File: src/sv/aes_sbox_pkg.sv
// ----------------------------------------------------------------------------
// aes_sbox_pkg
// Constants and GF(2^8) helper functions for the AES forward S-box pipeline.
// ----------------------------------------------------------------------------
package aes_sbox_pkg;

   // field width of one byte
   localparam int BYTE_W = 8;

   // low byte of the reduction polynomial x^8+x^4+x^3+x+1
   localparam logic [BYTE_W-1:0] REDUCE_LOW = 8'h1B;

   // affine transform constant
   localparam logic [BYTE_W-1:0] AFFINE_CONST = 8'h63;

   // shift-and-add multiply in GF(2^8), eight narrow steps
   function automatic logic [BYTE_W-1:0] gf_mul(input logic [BYTE_W-1:0] a,
                                                input logic [BYTE_W-1:0] b);
      logic [BYTE_W-1:0] acc;
      logic [BYTE_W-1:0] y;
      acc = '0;
      y   = b;
      for (int k = 0; k < BYTE_W; k++) begin
         if (a[k]) begin
            acc = acc ^ y;
         end
         if (y[BYTE_W-1]) begin
            y = {y[BYTE_W-2:0], 1'b0} ^ REDUCE_LOW;
         end else begin
            y = {y[BYTE_W-2:0], 1'b0};
         end
      end
      return acc;
   endfunction

   // squaring is linear over GF(2); synthesis folds it to an XOR network
   function automatic logic [BYTE_W-1:0] gf_sq(input logic [BYTE_W-1:0] a);
      return gf_mul(a, a);
   endfunction

   // AES affine transform: v ^ rotl1 ^ rotl2 ^ rotl3 ^ rotl4 ^ 0x63
   function automatic logic [BYTE_W-1:0] affine(input logic [BYTE_W-1:0] v);
      return v
         ^ {v[6:0], v[7]}
         ^ {v[5:0], v[7:6]}
         ^ {v[4:0], v[7:5]}
         ^ {v[3:0], v[7:4]}
         ^ AFFINE_CONST;
   endfunction

endpackage

File: src/sv/aes_sbox_if.sv
// ----------------------------------------------------------------------------
// aes_sbox_req_if / aes_sbox_rsp_if
// Valid/ready channels carrying the request byte and the substituted byte.
// ----------------------------------------------------------------------------
interface aes_sbox_req_if;
   logic                             valid;
   logic                             ready;
   logic [aes_sbox_pkg::BYTE_W-1:0]  in_byte;

   modport source (output valid, output in_byte, input ready);
   modport sink   (input valid, input in_byte, output ready);
endinterface

interface aes_sbox_rsp_if;
   logic                             valid;
   logic                             ready;
   logic [aes_sbox_pkg::BYTE_W-1:0]  sbox_byte;

   modport source (output valid, output sbox_byte, input ready);
   modport sink   (input valid, input sbox_byte, output ready);
endinterface

File: src/sv/aes_sbox_byte_substitution_core.sv
// ----------------------------------------------------------------------------
// aes_sbox_byte_substitution_core
// AES forward S-box: GF(2^8) inverse as x^254 over a three-stage pipeline,
// followed by the affine transform.
// ----------------------------------------------------------------------------
//
//   channel    dir   payload           handshake
//   req_chan   in    in_byte[7:0]      valid/ready
//   rsp_chan   out   sbox_byte[7:0]    valid/ready
//
// Three register stages: the result passes through stages 1, 2 and 3 after the
// edge that accepts the request and is offered from the stage 3 register; one
// request is taken every cycle when the result side keeps ready high.
// Stage 1 forms x^2, x^3; stage 2 forms x^14, x^15; stage 3 forms
// x^254 = (x^15)^16 * x^14 and the affine transform into the output register.
// A synchronous reset clears the stage valid bits only.
// A stall holds each occupied stage; empty stages upstream of it still fill.
// ----------------------------------------------------------------------------
module aes_sbox_byte_substitution_core (
   input  logic                  clock,
   input  logic                  reset,
   aes_sbox_req_if.sink          req_chan,
   aes_sbox_rsp_if.source        rsp_chan
);

   localparam int W = aes_sbox_pkg::BYTE_W;

   // stage valid bits
   logic          s1_valid_ff, s2_valid_ff, s3_valid_ff;
   logic          s1_valid_in, s2_valid_in, s3_valid_in;

   // stage payloads
   logic [W-1:0]  s1_x2_ff, s1_x3_ff;
   logic [W-1:0]  s2_x14_ff, s2_x15_ff;
   logic [W-1:0]  s3_sbox_ff;
   logic [W-1:0]  s1_x2_in, s1_x3_in;
   logic [W-1:0]  s2_x12, s2_x14_in, s2_x15_in;
   logic [W-1:0]  s3_x240, s3_inv, s3_sbox_in;

   // per-stage load enables
   logic          s1_load, s2_load, s3_load;

   // backpressure: a stage loads when it is empty or its content moves on
   assign s3_load = !s3_valid_ff || rsp_chan.ready;
   assign s2_load = !s2_valid_ff || s3_load;
   assign s1_load = !s1_valid_ff || s2_load;

   assign req_chan.ready = s1_load;

   assign s1_valid_in = s1_load ? req_chan.valid : s1_valid_ff;
   assign s2_valid_in = s2_load ? s1_valid_ff    : s2_valid_ff;
   assign s3_valid_in = s3_load ? s2_valid_ff    : s3_valid_ff;

   // stage 1 math: x^2 and x^3
   always_comb begin
      s1_x2_in = aes_sbox_pkg::gf_sq(req_chan.in_byte);
      s1_x3_in = aes_sbox_pkg::gf_mul(s1_x2_in, req_chan.in_byte);
   end

   // stage 2 math: x^12, then x^14 and x^15 in parallel
   always_comb begin
      s2_x12    = aes_sbox_pkg::gf_sq(aes_sbox_pkg::gf_sq(s1_x3_ff));
      s2_x14_in = aes_sbox_pkg::gf_mul(s2_x12, s1_x2_ff);
      s2_x15_in = aes_sbox_pkg::gf_mul(s2_x12, s1_x3_ff);
   end

   // stage 3 math: x^240 by four squarings, inverse, affine
   always_comb begin
      s3_x240    = aes_sbox_pkg::gf_sq(aes_sbox_pkg::gf_sq(
                   aes_sbox_pkg::gf_sq(aes_sbox_pkg::gf_sq(s2_x15_ff))));
      s3_inv     = aes_sbox_pkg::gf_mul(s3_x240, s2_x14_ff);
      s3_sbox_in = aes_sbox_pkg::affine(s3_inv);
   end

   // valid bits, cleared by reset
   always_ff @(posedge clock) begin
      if (reset) begin
         s1_valid_ff <= 1'b0;
         s2_valid_ff <= 1'b0;
         s3_valid_ff <= 1'b0;
      end else begin
         s1_valid_ff <= s1_valid_in;
         s2_valid_ff <= s2_valid_in;
         s3_valid_ff <= s3_valid_in;
      end
   end

   // payload registers, no reset
   always_ff @(posedge clock) begin
      if (s1_load) begin
         s1_x2_ff <= s1_x2_in;
         s1_x3_ff <= s1_x3_in;
      end
      if (s2_load) begin
         s2_x14_ff <= s2_x14_in;
         s2_x15_ff <= s2_x15_in;
      end
      if (s3_load) begin
         s3_sbox_ff <= s3_sbox_in;
      end
   end

   assign rsp_chan.valid     = s3_valid_ff;
   assign rsp_chan.sbox_byte = s3_sbox_ff;

endmodule
File: src/flat_wrapper.sv
// flat-port wrapper written by rule: the top's interface ports become plain ports
module aes_sbox_byte_substitution_core_flat 
  (clock, reset, req_chan_valid, req_chan_in_byte, req_chan_ready, rsp_chan_valid, rsp_chan_sbox_byte, rsp_chan_ready);
  aes_sbox_req_if req_chan_i ();
  aes_sbox_rsp_if rsp_chan_i ();
  input  logic clock;
  input  logic reset;
  input wire logic [$bits(req_chan_i.valid)-1:0] req_chan_valid;
  input wire logic [$bits(req_chan_i.in_byte)-1:0] req_chan_in_byte;
  output wire logic [$bits(req_chan_i.ready)-1:0] req_chan_ready;
  output wire logic [$bits(rsp_chan_i.valid)-1:0] rsp_chan_valid;
  output wire logic [$bits(rsp_chan_i.sbox_byte)-1:0] rsp_chan_sbox_byte;
  input wire logic [$bits(rsp_chan_i.ready)-1:0] rsp_chan_ready;
  assign req_chan_i.valid = req_chan_valid;
  assign req_chan_i.in_byte = req_chan_in_byte;
  assign req_chan_ready = req_chan_i.ready;
  assign rsp_chan_valid = rsp_chan_i.valid;
  assign rsp_chan_sbox_byte = rsp_chan_i.sbox_byte;
  assign rsp_chan_i.ready = rsp_chan_ready;
  aes_sbox_byte_substitution_core u_core (.clock(clock), .reset(reset), .req_chan(req_chan_i), .rsp_chan(rsp_chan_i));
endmodule
File: config.mk
export PLATFORM = sky130hd
export DESIGN_NAME = aes_sbox_byte_substitution_core_flat
export DESIGN_NICKNAME = d
export VERILOG_FILES = /design/src/sv/aes_sbox_pkg.sv /design/src/sv/aes_sbox_if.sv /design/src/sv/aes_sbox_byte_substitution_core.sv /design/src/flat_wrapper.sv
export SDC_FILE = /design/constraint.sdc
export NUM_CORES = 1
export LEC_CHECK = 0
export BUFFER_PORTS_ARGS = -buffer_cell sky130_fd_sc_hd__buf_4
export CAP_MARGIN = 20
export CORE_UTILIZATION = 60
export CTS_CLUSTER_DIAMETER = 80
export DETAILED_ROUTE_END_ITERATION = 6
export HOLD_SLACK_MARGIN = 0.05
export PLACE_DENSITY = 0.8
export RECOVER_POWER = 25
export SLEW_MARGIN = 40
export SYNTH_ARGS = -nofsm -noshare
export SYNTH_HDL_FRONTEND = slang
export SYNTH_SLANG_ARGS = --single-unit
File: constraint.sdc
create_clock -name clock -period 8.2 [get_ports clock]
set_input_delay 0.41 -clock clock [delete_from_list [all_inputs] [get_ports clock]]
set_output_delay 0.41 -clock clock [all_outputs]
set_load 0.01 [all_outputs]
==> out/metrics.sh, run 1 <==
CLK_ROOT_BUFFER_CELL='sky130_fd_sc_hd__clkbuf_16'
PATH_CLK_SLEW_NS=0.07
R2R_CELLS=32
SYNTH_COMPOUND_AREA_FRAC=0.1799
PIN_COUNT=22
DIE_BOUNDARY_WIDTH_UM=141.4
ROUTE.FINAL.WIRE_LENGTH_UM=27910
FINISH.CELL_COUNT_WITHOUT_FILLERS=1796
NUMBER_OF_SINKS_DRIVEN_BY_THE_CLOCK_TREE=43
SYNTH_TOP_AREA_SHARE=0.2538
NUMPORTBUFFERS=21
POST_SYNTH_NUM_CELL_TYPES=91
SETUP_VIOL_COUNT_FINAL=0
WORST_HOLD_STARTPOINT='reset'
CRITICAL_SETUP_PATH_KIND='reg2reg'
PLACE.GP.CONGESTION=0.9034
MAXCLOCKFREQUENCY_MHz=127.8
FIN_CRIT_SH=0.9539
ROUTE.ANTENNA.REMAINING_NETS=0
GLOBALROUTETOTALUTIL=0.2787
SYNTH_AREA_PER_CELL_SQ_UM=7.477
LAYOUT.CELLS.MOST_COMMON_LIST='sky130_fd_sc_hd__xnor2_1, sky130_fd_sc_hd__nand2_1, sky130_fd_sc_hd__nor2_1, sky130_fd_sc_hd__xor2_1, sky130_fd_sc_hd__o21ai_0'
SYNTHTOPCELLSBYAREA='sky130_fd_sc_hd__xnor2_1, sky130_fd_sc_hd__edfxtp_1, sky130_fd_sc_hd__xor2_1'
NUMPLACEDINSTANCES=1781
HPWLAFTERDP_UM=20380
CRITICAL-PATH-MAX-STAGE-DELAY_NS=0.49
SETUP_TOTAL_NEGATIVE_SLACK_NS=0
HTREE_NUM_LEVELS=2
OVERFLOW=0
MIN_TO='u_core.rsp_chan.valid'
N_ANTENNA_CELL=0
SYNTH.YOSYS.SEQ_AREA_SHARE=0.1081
LARGEST_NET_DEGREE_AT_THE_START_OF_GLOBAL_ROUTING=41
YOSYS_WARNINGS=0
ASYNC_RESET_FF_FRAC=0
INITIALDRTVIOLATIONCOUNT=850
YOSYS.AREA.TOP_TYPE='sky130_fd_sc_hd__xnor2_1'
WORSTHOLDPATHCELLS=2
WORST_HOLD_SLACK_NS=0.2918
GRT_ANTENNA_BEFORE_REPAIR=0
VIAS=10708
DESIGN.CORE.AREA_SQ_UM=18890
SYNTH_FF_TYPE='sky130_fd_sc_hd__edfxtp_1'
WORST-PATH-MAX-FANOUT=7
REGTOREGSTARTPOINT='u_core.s2_x15_ff[0]'
SYNTHESIS.NETS=1579
SLEW_HEADROOM=0.4303
SYNTHSIMPLEGATEAREAFRAC=0.1955
LARGEST_FAMILY_OF_LOGIC_CELLS_BY_SYNTHESIZED_AREA='XOR/XNOR gates'
FINALNETCOUNT=1554
CLOCK_SKEW_NS=0.005088
DETAIL_ROUTE.WL_PER_CELL_UM=15.54
FLOORPLAN.INITIALDENSITY=0.6174
DIE-AREA_SQ_UM=20000
GLOBAL_ROUTE_WIRE_LENGTH_BEFORE_REPAIR_UM=46620
FINAL_UTIL=0.6648
MAX_CAP_VIOL_COUNT=0
GRT_PASS1_VIAS=9786
CRIT_TOP_CELL='sky130_fd_sc_hd__xnor2_2'
CRIT_PATH_START_KIND='register'
AREA.GROWTH.SYNTH_TO_FINAL_PCT=7.692
SYNTH_MUX_AREA_FRAC=0.02768
MIN-DELAY-PATH-CLASS='in2reg'
CRITPATHARRIVALTIME_NS=7.86
YOSYS_REGISTER_BITS=43
XOR_XNOR_PORTION_OF_THE_SYNTHESIZED_CELL_AREA=0.4290
TIMING_HOLD_VIOLATIONS_FINAL=0
REMAINING_DRC_ERRORS=0
DIE_HEIGHT_UM=141.4
R2R_END='u_core.rsp_chan.sbox_byte[5]'
LAYOUT-DRIVE-GT1-SHARE=0.1191
WORSTSETUPENDPOINTTYPE='register'
MIN_PERIOD_NS=7.822
LAYOUT_COMMONEST_CELL='sky130_fd_sc_hd__xnor2_1'
CTS-BUFFERS-INSERTED=5
MAX-CLOCK-PATH-BUFFERS=2
CP_SLOWEST_CELL='sky130_fd_sc_hd__a2111oi_4'
INSERTION_DELAY_NS=0.29
OUTCOME='completed'
SLEW_VIOL_FINAL=0
CRITPATHREQUIREDTIME_NS=8.24
WORST_MARGIN_SLEW_NS=0.8484
CTS_TREE='done'
SYNTH_AREA_SQ_UM=11660
PLACEMENTROWS=50
REG2REG_SETUP_SLACK_NS=0.38
SYNTH_ENABLE_FLOP_CELLS=40
SYNTH_FA_HA_AREA_FRAC=0.007509
DETAIL_ROUTE.FIRST_PASS.ITERATIONS=5
SYNTHCELLS=1560
VIA_PER_INST=5.962
-- critical path, delay by kind of cell, from the launching register on --
family / cells / cell delay [ns]
adder cells (fa/ha/maj): 4 / 1.30
XOR/XNOR: 11 / 2.11
multiplexers: 3 / 0.92
AND/OR/NAND/NOR: 5 / 0.86
flip-flops: 1 / 0.39
AO/OA/AOI/OAI: 7 / 1.67
buffers and inverters: 2 / 0.33
-- layout make-up --
cell class,count,area (sq um)
clock inverters,3,23.77
repair buffers,89,638.1
flip-flops and latches,43,1261
multi-input cells,1373,10100
well taps,260,325.3
fillers,1630,6332
inverters,23,86.33
clock buffers,5,125.1
-- layer usage --
metal	global-route usage	share of wire
met1	0.3604	0.42
met2	0.4911	0.50
met3	0.01890	0.053
met4	0.09677	0.023
met5	0	0
-- cell usage after synthesis, drive strengths merged, types with 25 or more instances --
cell type	n
xnor2	356
nand2	215
nor2	144
xor2	119
o21ai	95
a21oi	79
clkbuf	79
buf	43
edfxtp	40
nor3	32
nand3	29
xnor3	27
mux2i	25
nor2b	25
-- how the worst max path moves through the flow --
stage	startpoint	endpoint	slack [ns]	cells after the start
after global routing	u_core.s2_x15_ff[0]	u_core.rsp_chan.sbox_byte[5]	-0.08	33
after CTS	u_core.s2_x15_ff[0]	u_core.rsp_chan.sbox_byte[0]	0.02	32
after floorplan	u_core.s2_x15_ff[0]	u_core.rsp_chan.sbox_byte[0]	0.04	35
after detailed placement	u_core.s2_x15_ff[0]	u_core.rsp_chan.sbox_byte[7]	-0.19	32
after global placement	u_core.s2_x15_ff[0]	u_core.rsp_chan.sbox_byte[5]	-0.003	32
final	u_core.s2_x15_ff[0]	u_core.rsp_chan.sbox_byte[5]	0.38	32
-- registers in the layout (all words and copies together), names as in the netlist --
register                   count
u_core.rsp_chan.sbox_byte      8
u_core.rsp_chan.valid          1
u_core.s1_valid_ff             1
u_core.s1_x2_ff                8
u_core.s1_x3_ff                8
u_core.s2_valid_ff             1
u_core.s2_x14_ff               8
u_core.s2_x15_ff               8
-- cells by family (layout without fill, tap and decap cells) --
kind of cell	count (synthesis)	after routing
simple gates	512	512
buf+inv	145	120
compound gates	320	320
flops	43	43
fa+ha+maj	7	7
mux	30	30
xor+xnor	503	504
-- what timing repair did --
item,in CTS,in global routing
buffers inserted,0,5
hold buffers,0,0
pin swaps,0,8
resized for setup,1,19
setup endpoints to repair,4,8
cloned,0,1
-- stage by stage --
| stage | cell area [sq um] | worst slack [ns] |
|---|---|---|
| 2_1_floorplan | 11730 | 0.03737 |
| 4_1_cts | 12350 | 0.01604 |
| 3_3_place_gp | 12150 | -0.003436 |
| 6_report | 12560 | 0.3781 |
| 3_5_place_dp | 12190 | -0.1864 |
| 5_1_grt | 12560 | -0.07913 |
Power of run 1 is not shown: default switching activity piles up to over one toggle a cycle in this logic, so the estimate is an artifact.
==> inputs of run 2 (changes only) <==
Settings changed: RECOVER_POWER 25 to default.
==> out/metrics.sh, run 2 (synthesis gave the netlist of run 1 again) <==
INSERTION_DELAY_NS=0.29  # about the same
DESIGN.CORE.AREA_SQ_UM=18890  # unchanged
FIN_CRIT_SH=0.9540  # was 0.9539
DETAIL_ROUTE.WL_PER_CELL_UM=15.61  # was 15.54 um
CRIT_PATH_START_KIND='register'  # unchanged
FINALNETCOUNT=1554  # unchanged
CTS-BUFFERS-INSERTED=5  # unchanged
SETUP_WS_NS=0.3769  # was 0.3781 ns
WORST_MARGIN_SLEW_NS=0.8317  # was 0.8484 ns
WORST-PATH-MAX-FANOUT=7  # unchanged
CRITPATHREQUIREDTIME_NS=8.24  # about the same
LARGEST_NET_DEGREE_AT_THE_START_OF_GLOBAL_ROUTING=41  # unchanged
DETAIL_ROUTE.FIRST_PASS.ITERATIONS=6  # was 5
CRITICAL-PATH-MAX-STAGE-DELAY_NS=0.49  # about the same
MAXCLOCKFREQUENCY_MHz=127.8  # about the same
CP_SLOWEST_CELL='sky130_fd_sc_hd__a2111oi_4'  # unchanged
AREA.GROWTH.SYNTH_TO_FINAL_PCT=7.981  # was 7.692%
DIE_HEIGHT_UM=141.4  # unchanged
CRITICAL_SETUP_PATH_KIND='reg2reg'  # unchanged
NUMPORTBUFFERS=21  # unchanged
PLACEMENTROWS=50  # unchanged
NFILLCELLS=1624  # was 1630
SETUP_VIOL_COUNT_FINAL=0  # unchanged
GLOBAL_ROUTE_WIRE_LENGTH_BEFORE_REPAIR_UM=46620  # unchanged
CLOCK_SKEW_NS=0.005706  # was 0.005088 ns
PLACE.GP.CONGESTION=0.9034  # unchanged
GLOBALROUTETOTALUTIL=0.2787  # unchanged
HTREE_NUM_LEVELS=2  # unchanged
PLACE_WS_NS=-0.1864  # unchanged
PIN_COUNT=22  # unchanged
FLOORPLAN.INITIALDENSITY=0.6174  # unchanged
CLK_ROOT_BUFFER_CELL='sky130_fd_sc_hd__clkbuf_16'  # unchanged
MAX_CAP_VIOL_COUNT=0  # unchanged
MIN-DELAY-PATH-CLASS='in2reg'  # unchanged
OUTCOME='completed'  # unchanged
CRIT_TOP_CELL='sky130_fd_sc_hd__xnor2_2'  # unchanged
DIE-AREA_SQ_UM=20000  # unchanged
WORSTSETUPENDPOINTTYPE='register'  # unchanged
DIE_BOUNDARY_WIDTH_UM=141.4  # unchanged
VIA_PER_INST=5.947  # was 5.962
ROUTE.FINAL.WIRE_LENGTH_UM=28030  # was 27910 um
MIN_PERIOD_NS=7.823  # was 7.822 ns
SLEW_VIOL_FINAL=0  # unchanged
HPWLAFTERDP_UM=20380  # unchanged
LAYOUT.CELLS.MOST_COMMON_LIST='sky130_fd_sc_hd__xnor2_1, sky130_fd_sc_hd__nand2_1, sky130_fd_sc_hd__nor2_1, sky130_fd_sc_hd__xor2_1, sky130_fd_sc_hd__buf_4'  # was sky130_fd_sc_hd__xnor2_1, sky130_fd_sc_hd__nand2_1, sky130_fd_sc_hd__nor2_1, sky130_fd_sc_hd__xor2_1, sky130_fd_sc_hd__o21ai_0
GRT_PASS1_VIAS=9786  # unchanged
FINISH.CELL_COUNT_WITHOUT_FILLERS=1796  # unchanged
TIMING_HOLD_VIOLATIONS_FINAL=0  # unchanged
REMAINING_DRC_ERRORS=0  # unchanged
INITIALDRTVIOLATIONCOUNT=844  # was 850
OVERFLOW=0  # unchanged
ROUTE.ANTENNA.REMAINING_NETS=0  # unchanged
SLEW_HEADROOM=0.4415  # was 0.4303
NUMBER_OF_SINKS_DRIVEN_BY_THE_CLOCK_TREE=43  # unchanged
LAYOUT_COMMONEST_CELL='sky130_fd_sc_hd__xnor2_1'  # unchanged
NUMPLACEDINSTANCES=1781  # unchanged
GRT_ANTENNA_BEFORE_REPAIR=0  # unchanged
MAX-CLOCK-PATH-BUFFERS=2  # unchanged
N_ANTENNA_CELL=0  # unchanged
VIAS=10681  # was 10708
CRITPATHARRIVALTIME_NS=7.86  # about the same
PATH_CLK_SLEW_NS=0.07  # about the same
LAYOUT-DRIVE-GT1-SHARE=0.1250  # was 0.1191
CTS_TREE='done'  # unchanged
[run 2: what timing repair did]
item                                   4_1_cts  5_1_grt
gates cloned                                 0        1
setup endpoints to repair                    4        8
hold buffers                                 0        0
gates resized for setup                      1       19
setup buffers                                0        5
endpoints found under the hold margin        0        0
pin swaps                                    0        8
[run 2: worst paths after layout]
path	to	cells past startpoint	slack (ns)	start
hold / removal	u_core.rsp_chan.valid	2	0.29	reset
hold reg to reg	u_core.rsp_chan.valid	2	0.48	u_core.s2_valid_ff
setup / recovery	u_core.rsp_chan.sbox_byte[5]	32	0.38	u_core.s2_x15_ff[0]
setup reg to reg	u_core.rsp_chan.sbox_byte[5]	32	0.38	u_core.s2_x15_ff[0]
[run 2: final cells by class]
class / count / area [sq um] / share of cell area
clock inverter: 3 / 23.77 / 0.001888
inverter: 23 / 86.33 / 0.006855
clock buffer: 5 / 125.1 / 0.009934
timing repair buffer: 89 / 671.9 / 0.05335
tap: 260 / 325.3 / 0.02583
sequential: 43 / 1261 / 0.1001
multi-input combinational: 1373 / 10100 / 0.8020
[run 2: worst max-delay path, delay by kind of cell, from the launching register on]
kind	cells	cell delay, ns
multiplexers	3	0.92
AND/OR/NAND/NOR	5	0.86
XOR/XNOR	11	2.11
flip-flops	1	0.39
buffers and inverters	2	0.33
adder cells (fa/ha/maj)	4	1.30
AO/OA/AOI/OAI	7	1.67
[run 2: routing by layer]
| layer | global-route usage | routed length, um | up-vias |
|---|---|---|---|
| li1 | - | - | 5247 |
| met1 | 0.3604 | 11840 | 5014 |
| met2 | 0.4911 | 14010 | 358 |
| met3 | 0.01890 | 1522 | 62 |
| met4 | 0.09677 | 659 | 0 |
| met5 | 0 | 0 | - |
[run 2: metrics by stage]
stage | hold WS (ns) | utilization | setup TNS [ns] | cell area, sq um
6_report | 0.2915 | 0.6666 | 0 | 12590
5_1_grt | 0.2919 | 0.6666 | -0.1769 | 12590
4_1_cts | 0.2908 | 0.6535 | 0 | 12350
3_5_place_dp | 0.4744 | 0.6452 | -0.6498 | 12190
3_3_place_gp | 0.4464 | 0.6432 | -0.003436 | 12150
2_1_floorplan | 0.4317 | - | 0 | 11730
Power of run 2 is left out for the same reason.
==> inputs of run 3 (changes only) <==
Clock period 8.2 ns to 6.3 ns, I/O delays scaled along.
==> out/metrics.sh, run 3 (synthesis gave the netlist of run 1 again) <==
LAYOUT-DRIVE-GT1-SHARE=0.2229  # was 0.1250
FLOORPLAN.INITIALDENSITY=0.6174  # unchanged
R2R_END='u_core.rsp_chan.sbox_byte[0]'  # was u_core.rsp_chan.sbox_byte[5]
CTS-BUFFERS-INSERTED=5  # unchanged
CRITICAL_PATH.ENDPOINT='u_core.rsp_chan.sbox_byte[0]'  # was u_core.rsp_chan.sbox_byte[5]
PIN_COUNT=22  # unchanged
MIN-DELAY-PATH-CLASS='in2reg'  # unchanged
N_ANTENNA_CELL=0  # unchanged
DIE-AREA_SQ_UM=20000  # unchanged
SETUP_REPAIR_AFTER_GLOBAL_ROUTING_MISSED_ITS_MARGIN='true'
WORST_MARGIN_SLEW_NS=0.8267  # was 0.8317 ns
LAYOUT_COMMONEST_CELL='sky130_fd_sc_hd__xnor2_1'  # unchanged
TIMING_HOLD_VIOLATIONS_FINAL=0  # unchanged
NUMPLACEDINSTANCES=1919  # was 1781
FIN_CRIT_SH=1.239  # was 0.9540
FINAL_UTIL=0.7413  # was 0.6666
ROUTE.ANTENNA.REMAINING_NETS=0  # unchanged
WORSTSETUPENDPOINTTYPE='register'  # unchanged
HTREE_NUM_LEVELS=2  # unchanged
CRITPATHARRIVALTIME_NS=7.85  # was 7.86 ns
LAYOUT.CELLS.MOST_COMMON_LIST='sky130_fd_sc_hd__xnor2_1, sky130_fd_sc_hd__buf_4, sky130_fd_sc_hd__nand2_1, sky130_fd_sc_hd__nor2_1, sky130_fd_sc_hd__xor2_1'  # was sky130_fd_sc_hd__xnor2_1, sky130_fd_sc_hd__nand2_1, sky130_fd_sc_hd__nor2_1, sky130_fd_sc_hd__xor2_1, sky130_fd_sc_hd__buf_4
WORST_HOLD_SLACK_NS=0.1907  # was 0.2915 ns
OVERFLOW=0  # unchanged
SETUP_WS_NS=-1.504  # was 0.3769 ns
HOLDBUFCOUNTCTS=0  # unchanged
GRT_ANTENNA_BEFORE_REPAIR=0  # unchanged
GLOBALROUTETOTALUTIL=0.3028  # was 0.2787
DIE_BOUNDARY_WIDTH_UM=141.4  # unchanged
NUMBER_OF_SINKS_DRIVEN_BY_THE_CLOCK_TREE=43  # unchanged
R2R_CELLS=35  # was 32
VIAS=11565  # was 10681
TIMING.CRITICAL_PATH.FROM='u_core.s2_x15_ff[7]'  # was u_core.s2_x15_ff[0]
VIA_PER_INST=5.913  # was 5.947
WORST-PATH-MAX-FANOUT=6  # was 7
CLOCK_SKEW_NS=0.006203  # was 0.005706 ns
GLOBAL_ROUTE_WIRE_LENGTH_BEFORE_REPAIR_UM=50470  # was 46620 um
FINALNETCOUNT=1714  # was 1554
PLACEMENTROWS=50  # unchanged
MAX-CLOCK-PATH-BUFFERS=2  # unchanged
ROUTE.FINAL.WIRE_LENGTH_UM=31980  # was 28030 um
MIN_PERIOD_NS=7.804  # was 7.823 ns
GRT_PASS1_VIAS=10739  # was 9786
INITIALDRTVIOLATIONCOUNT=971  # was 844
HPWLAFTERDP_UM=21830  # was 20380 um
CLK_ROOT_BUFFER_CELL='sky130_fd_sc_hd__clkbuf_16'  # unchanged
REMAINING_DRC_ERRORS=0  # unchanged
DIE_HEIGHT_UM=141.4  # unchanged
CRITICAL_SETUP_PATH_KIND='reg2reg'  # unchanged
REGTOREGSTARTPOINT='u_core.s2_x15_ff[7]'  # was u_core.s2_x15_ff[0]
DETAIL_ROUTE.FIRST_PASS.ITERATIONS=6  # unchanged
MAXCLOCKFREQUENCY_MHz=128.1  # was 127.8 MHz
PATH_CLK_SLEW_NS=0.07  # about the same
DETAIL_ROUTE.WL_PER_CELL_UM=16.35  # was 15.61 um
LARGEST_NET_DEGREE_AT_THE_START_OF_GLOBAL_ROUTING=41  # unchanged
REG2REG_SETUP_SLACK_NS=-1.50  # was 0.38 ns
DESIGN.CORE.AREA_SQ_UM=18890  # unchanged
CRITICAL-PATH-MAX-STAGE-DELAY_NS=0.59  # was 0.49 ns
FINISH.CELL_COUNT_WITHOUT_FILLERS=1956  # was 1796
CP_SLOWEST_CELL='sky130_fd_sc_hd__xnor3_4'  # was sky130_fd_sc_hd__a2111oi_4
CTS_TREE='done'  # unchanged
AREA.GROWTH.SYNTH_TO_FINAL_PCT=20.08  # was 7.981%
NUMPORTBUFFERS=21  # unchanged
SETUP_VIOL_COUNT_FINAL=8  # was 0
CRITPATHREQUIREDTIME_NS=6.34  # was 8.24 ns
OUTCOME='finished, violations left'  # was completed
MAX_CAP_VIOL_COUNT=0  # unchanged
SLEW_HEADROOM=0.4489  # was 0.4415
SLEW_VIOL_FINAL=0  # unchanged
PLACE.GP.CONGESTION=0.9530  # was 0.9034
CRIT_PATH_START_KIND='register'  # unchanged
INSERTION_DELAY_NS=0.29  # about the same
FAILING_CHECKS='negative setup slack'
==> run 3: cell types whose count changed in the layout (fill, tap and decap cells not counted), moves of 3 or more <==
cell and delta:
sky130_fd_sc_hd__xnor2_1 -4, sky130_fd_sc_hd__xnor2_4 +3, sky130_fd_sc_hd__nand2_4 +3, sky130_fd_sc_hd__nand2_2 +3, sky130_fd_sc_hd__buf_4 +155, sky130_fd_sc_hd__buf_12 +3, sky130_fd_sc_hd__nand2_1 -6, sky130_fd_sc_hd__xor2_2 +3
sky130_fd_sc_hd__buf_6 +3
==> run 3: how the worst min path moves through the flow <==
stage	startpoint	endpoint	slack, ns	cells past startpoint
CTS	reset	u_core.s1_valid_ff	0.19	2
finish	reset	u_core.s1_valid_ff	0.19	2
floorplan	reset	u_core.rsp_chan.valid	0.39	1
global route	reset	u_core.rsp_chan.valid	0.19	2
global placement	u_core.s2_valid_ff	u_core.rsp_chan.valid	0.44	2
detailed placement	u_core.s2_valid_ff	u_core.rsp_chan.valid	0.46	2
==> run 3: metal layers <==
| layer | vias to the layer above | part of all wire | track usage |
|---|---|---|---|
| met1 | 5440 | 0.40 | 0.3693 |
| met2 | 476 | 0.52 | 0.5563 |
| li1 | 5557 | - | - |
| met5 | - | 0 | 0 |
| met4 | 0 | 0.029 | 0.1104 |
| met3 | 92 | 0.058 | 0.02396 |
==> run 3: what timing repair did <==
action / CTS / global route
setup buffers: 17 / 13
pin swaps: 17 / 39
gates resized for setup: 25 / 21
setup endpoints to repair: 8 / 8
==> run 3: final cells by class <==
class                           instances  area [sq um]
Multi-Input combinational cell       1372         10250
Sequential cell                        43          1261
Fill cell                            1329          4887
Inverter                               23         88.84
Tap cell                              260         325.3
Clock inverter                          3         23.77
Clock buffer                            5         125.1
Timing Repair Buffer                  250          1929
==> run 3: through the flow <==
step | worst slack [ns] | TNS [ns] | area (sq um)
after floorplan | -1.547 | -11.08 | 11820
after global placement | -1.030 | -7.672 | 13290
after detailed placement | -1.273 | -9.631 | 13310
after CTS | -1.043 | -7.954 | 13720
after global routing | -1.705 | -13.16 | 14010
final | -1.504 | -11.55 | 14010
==> run 3: critical path: cells and delay by family (launching register included) <==
kind / cells / cell delay (ns)
AND/OR/NAND/NOR: 5 / 0.76
buffers and inverters: 6 / 0.77
multiplexers: 2 / 0.35
adder cells (fa/ha/maj): 2 / 0.56
AO/OA/AOI/OAI: 5 / 1.20
XOR/XNOR: 15 / 3.48
flip-flops: 1 / 0.42
Power of run 3 is left out for the same reason.
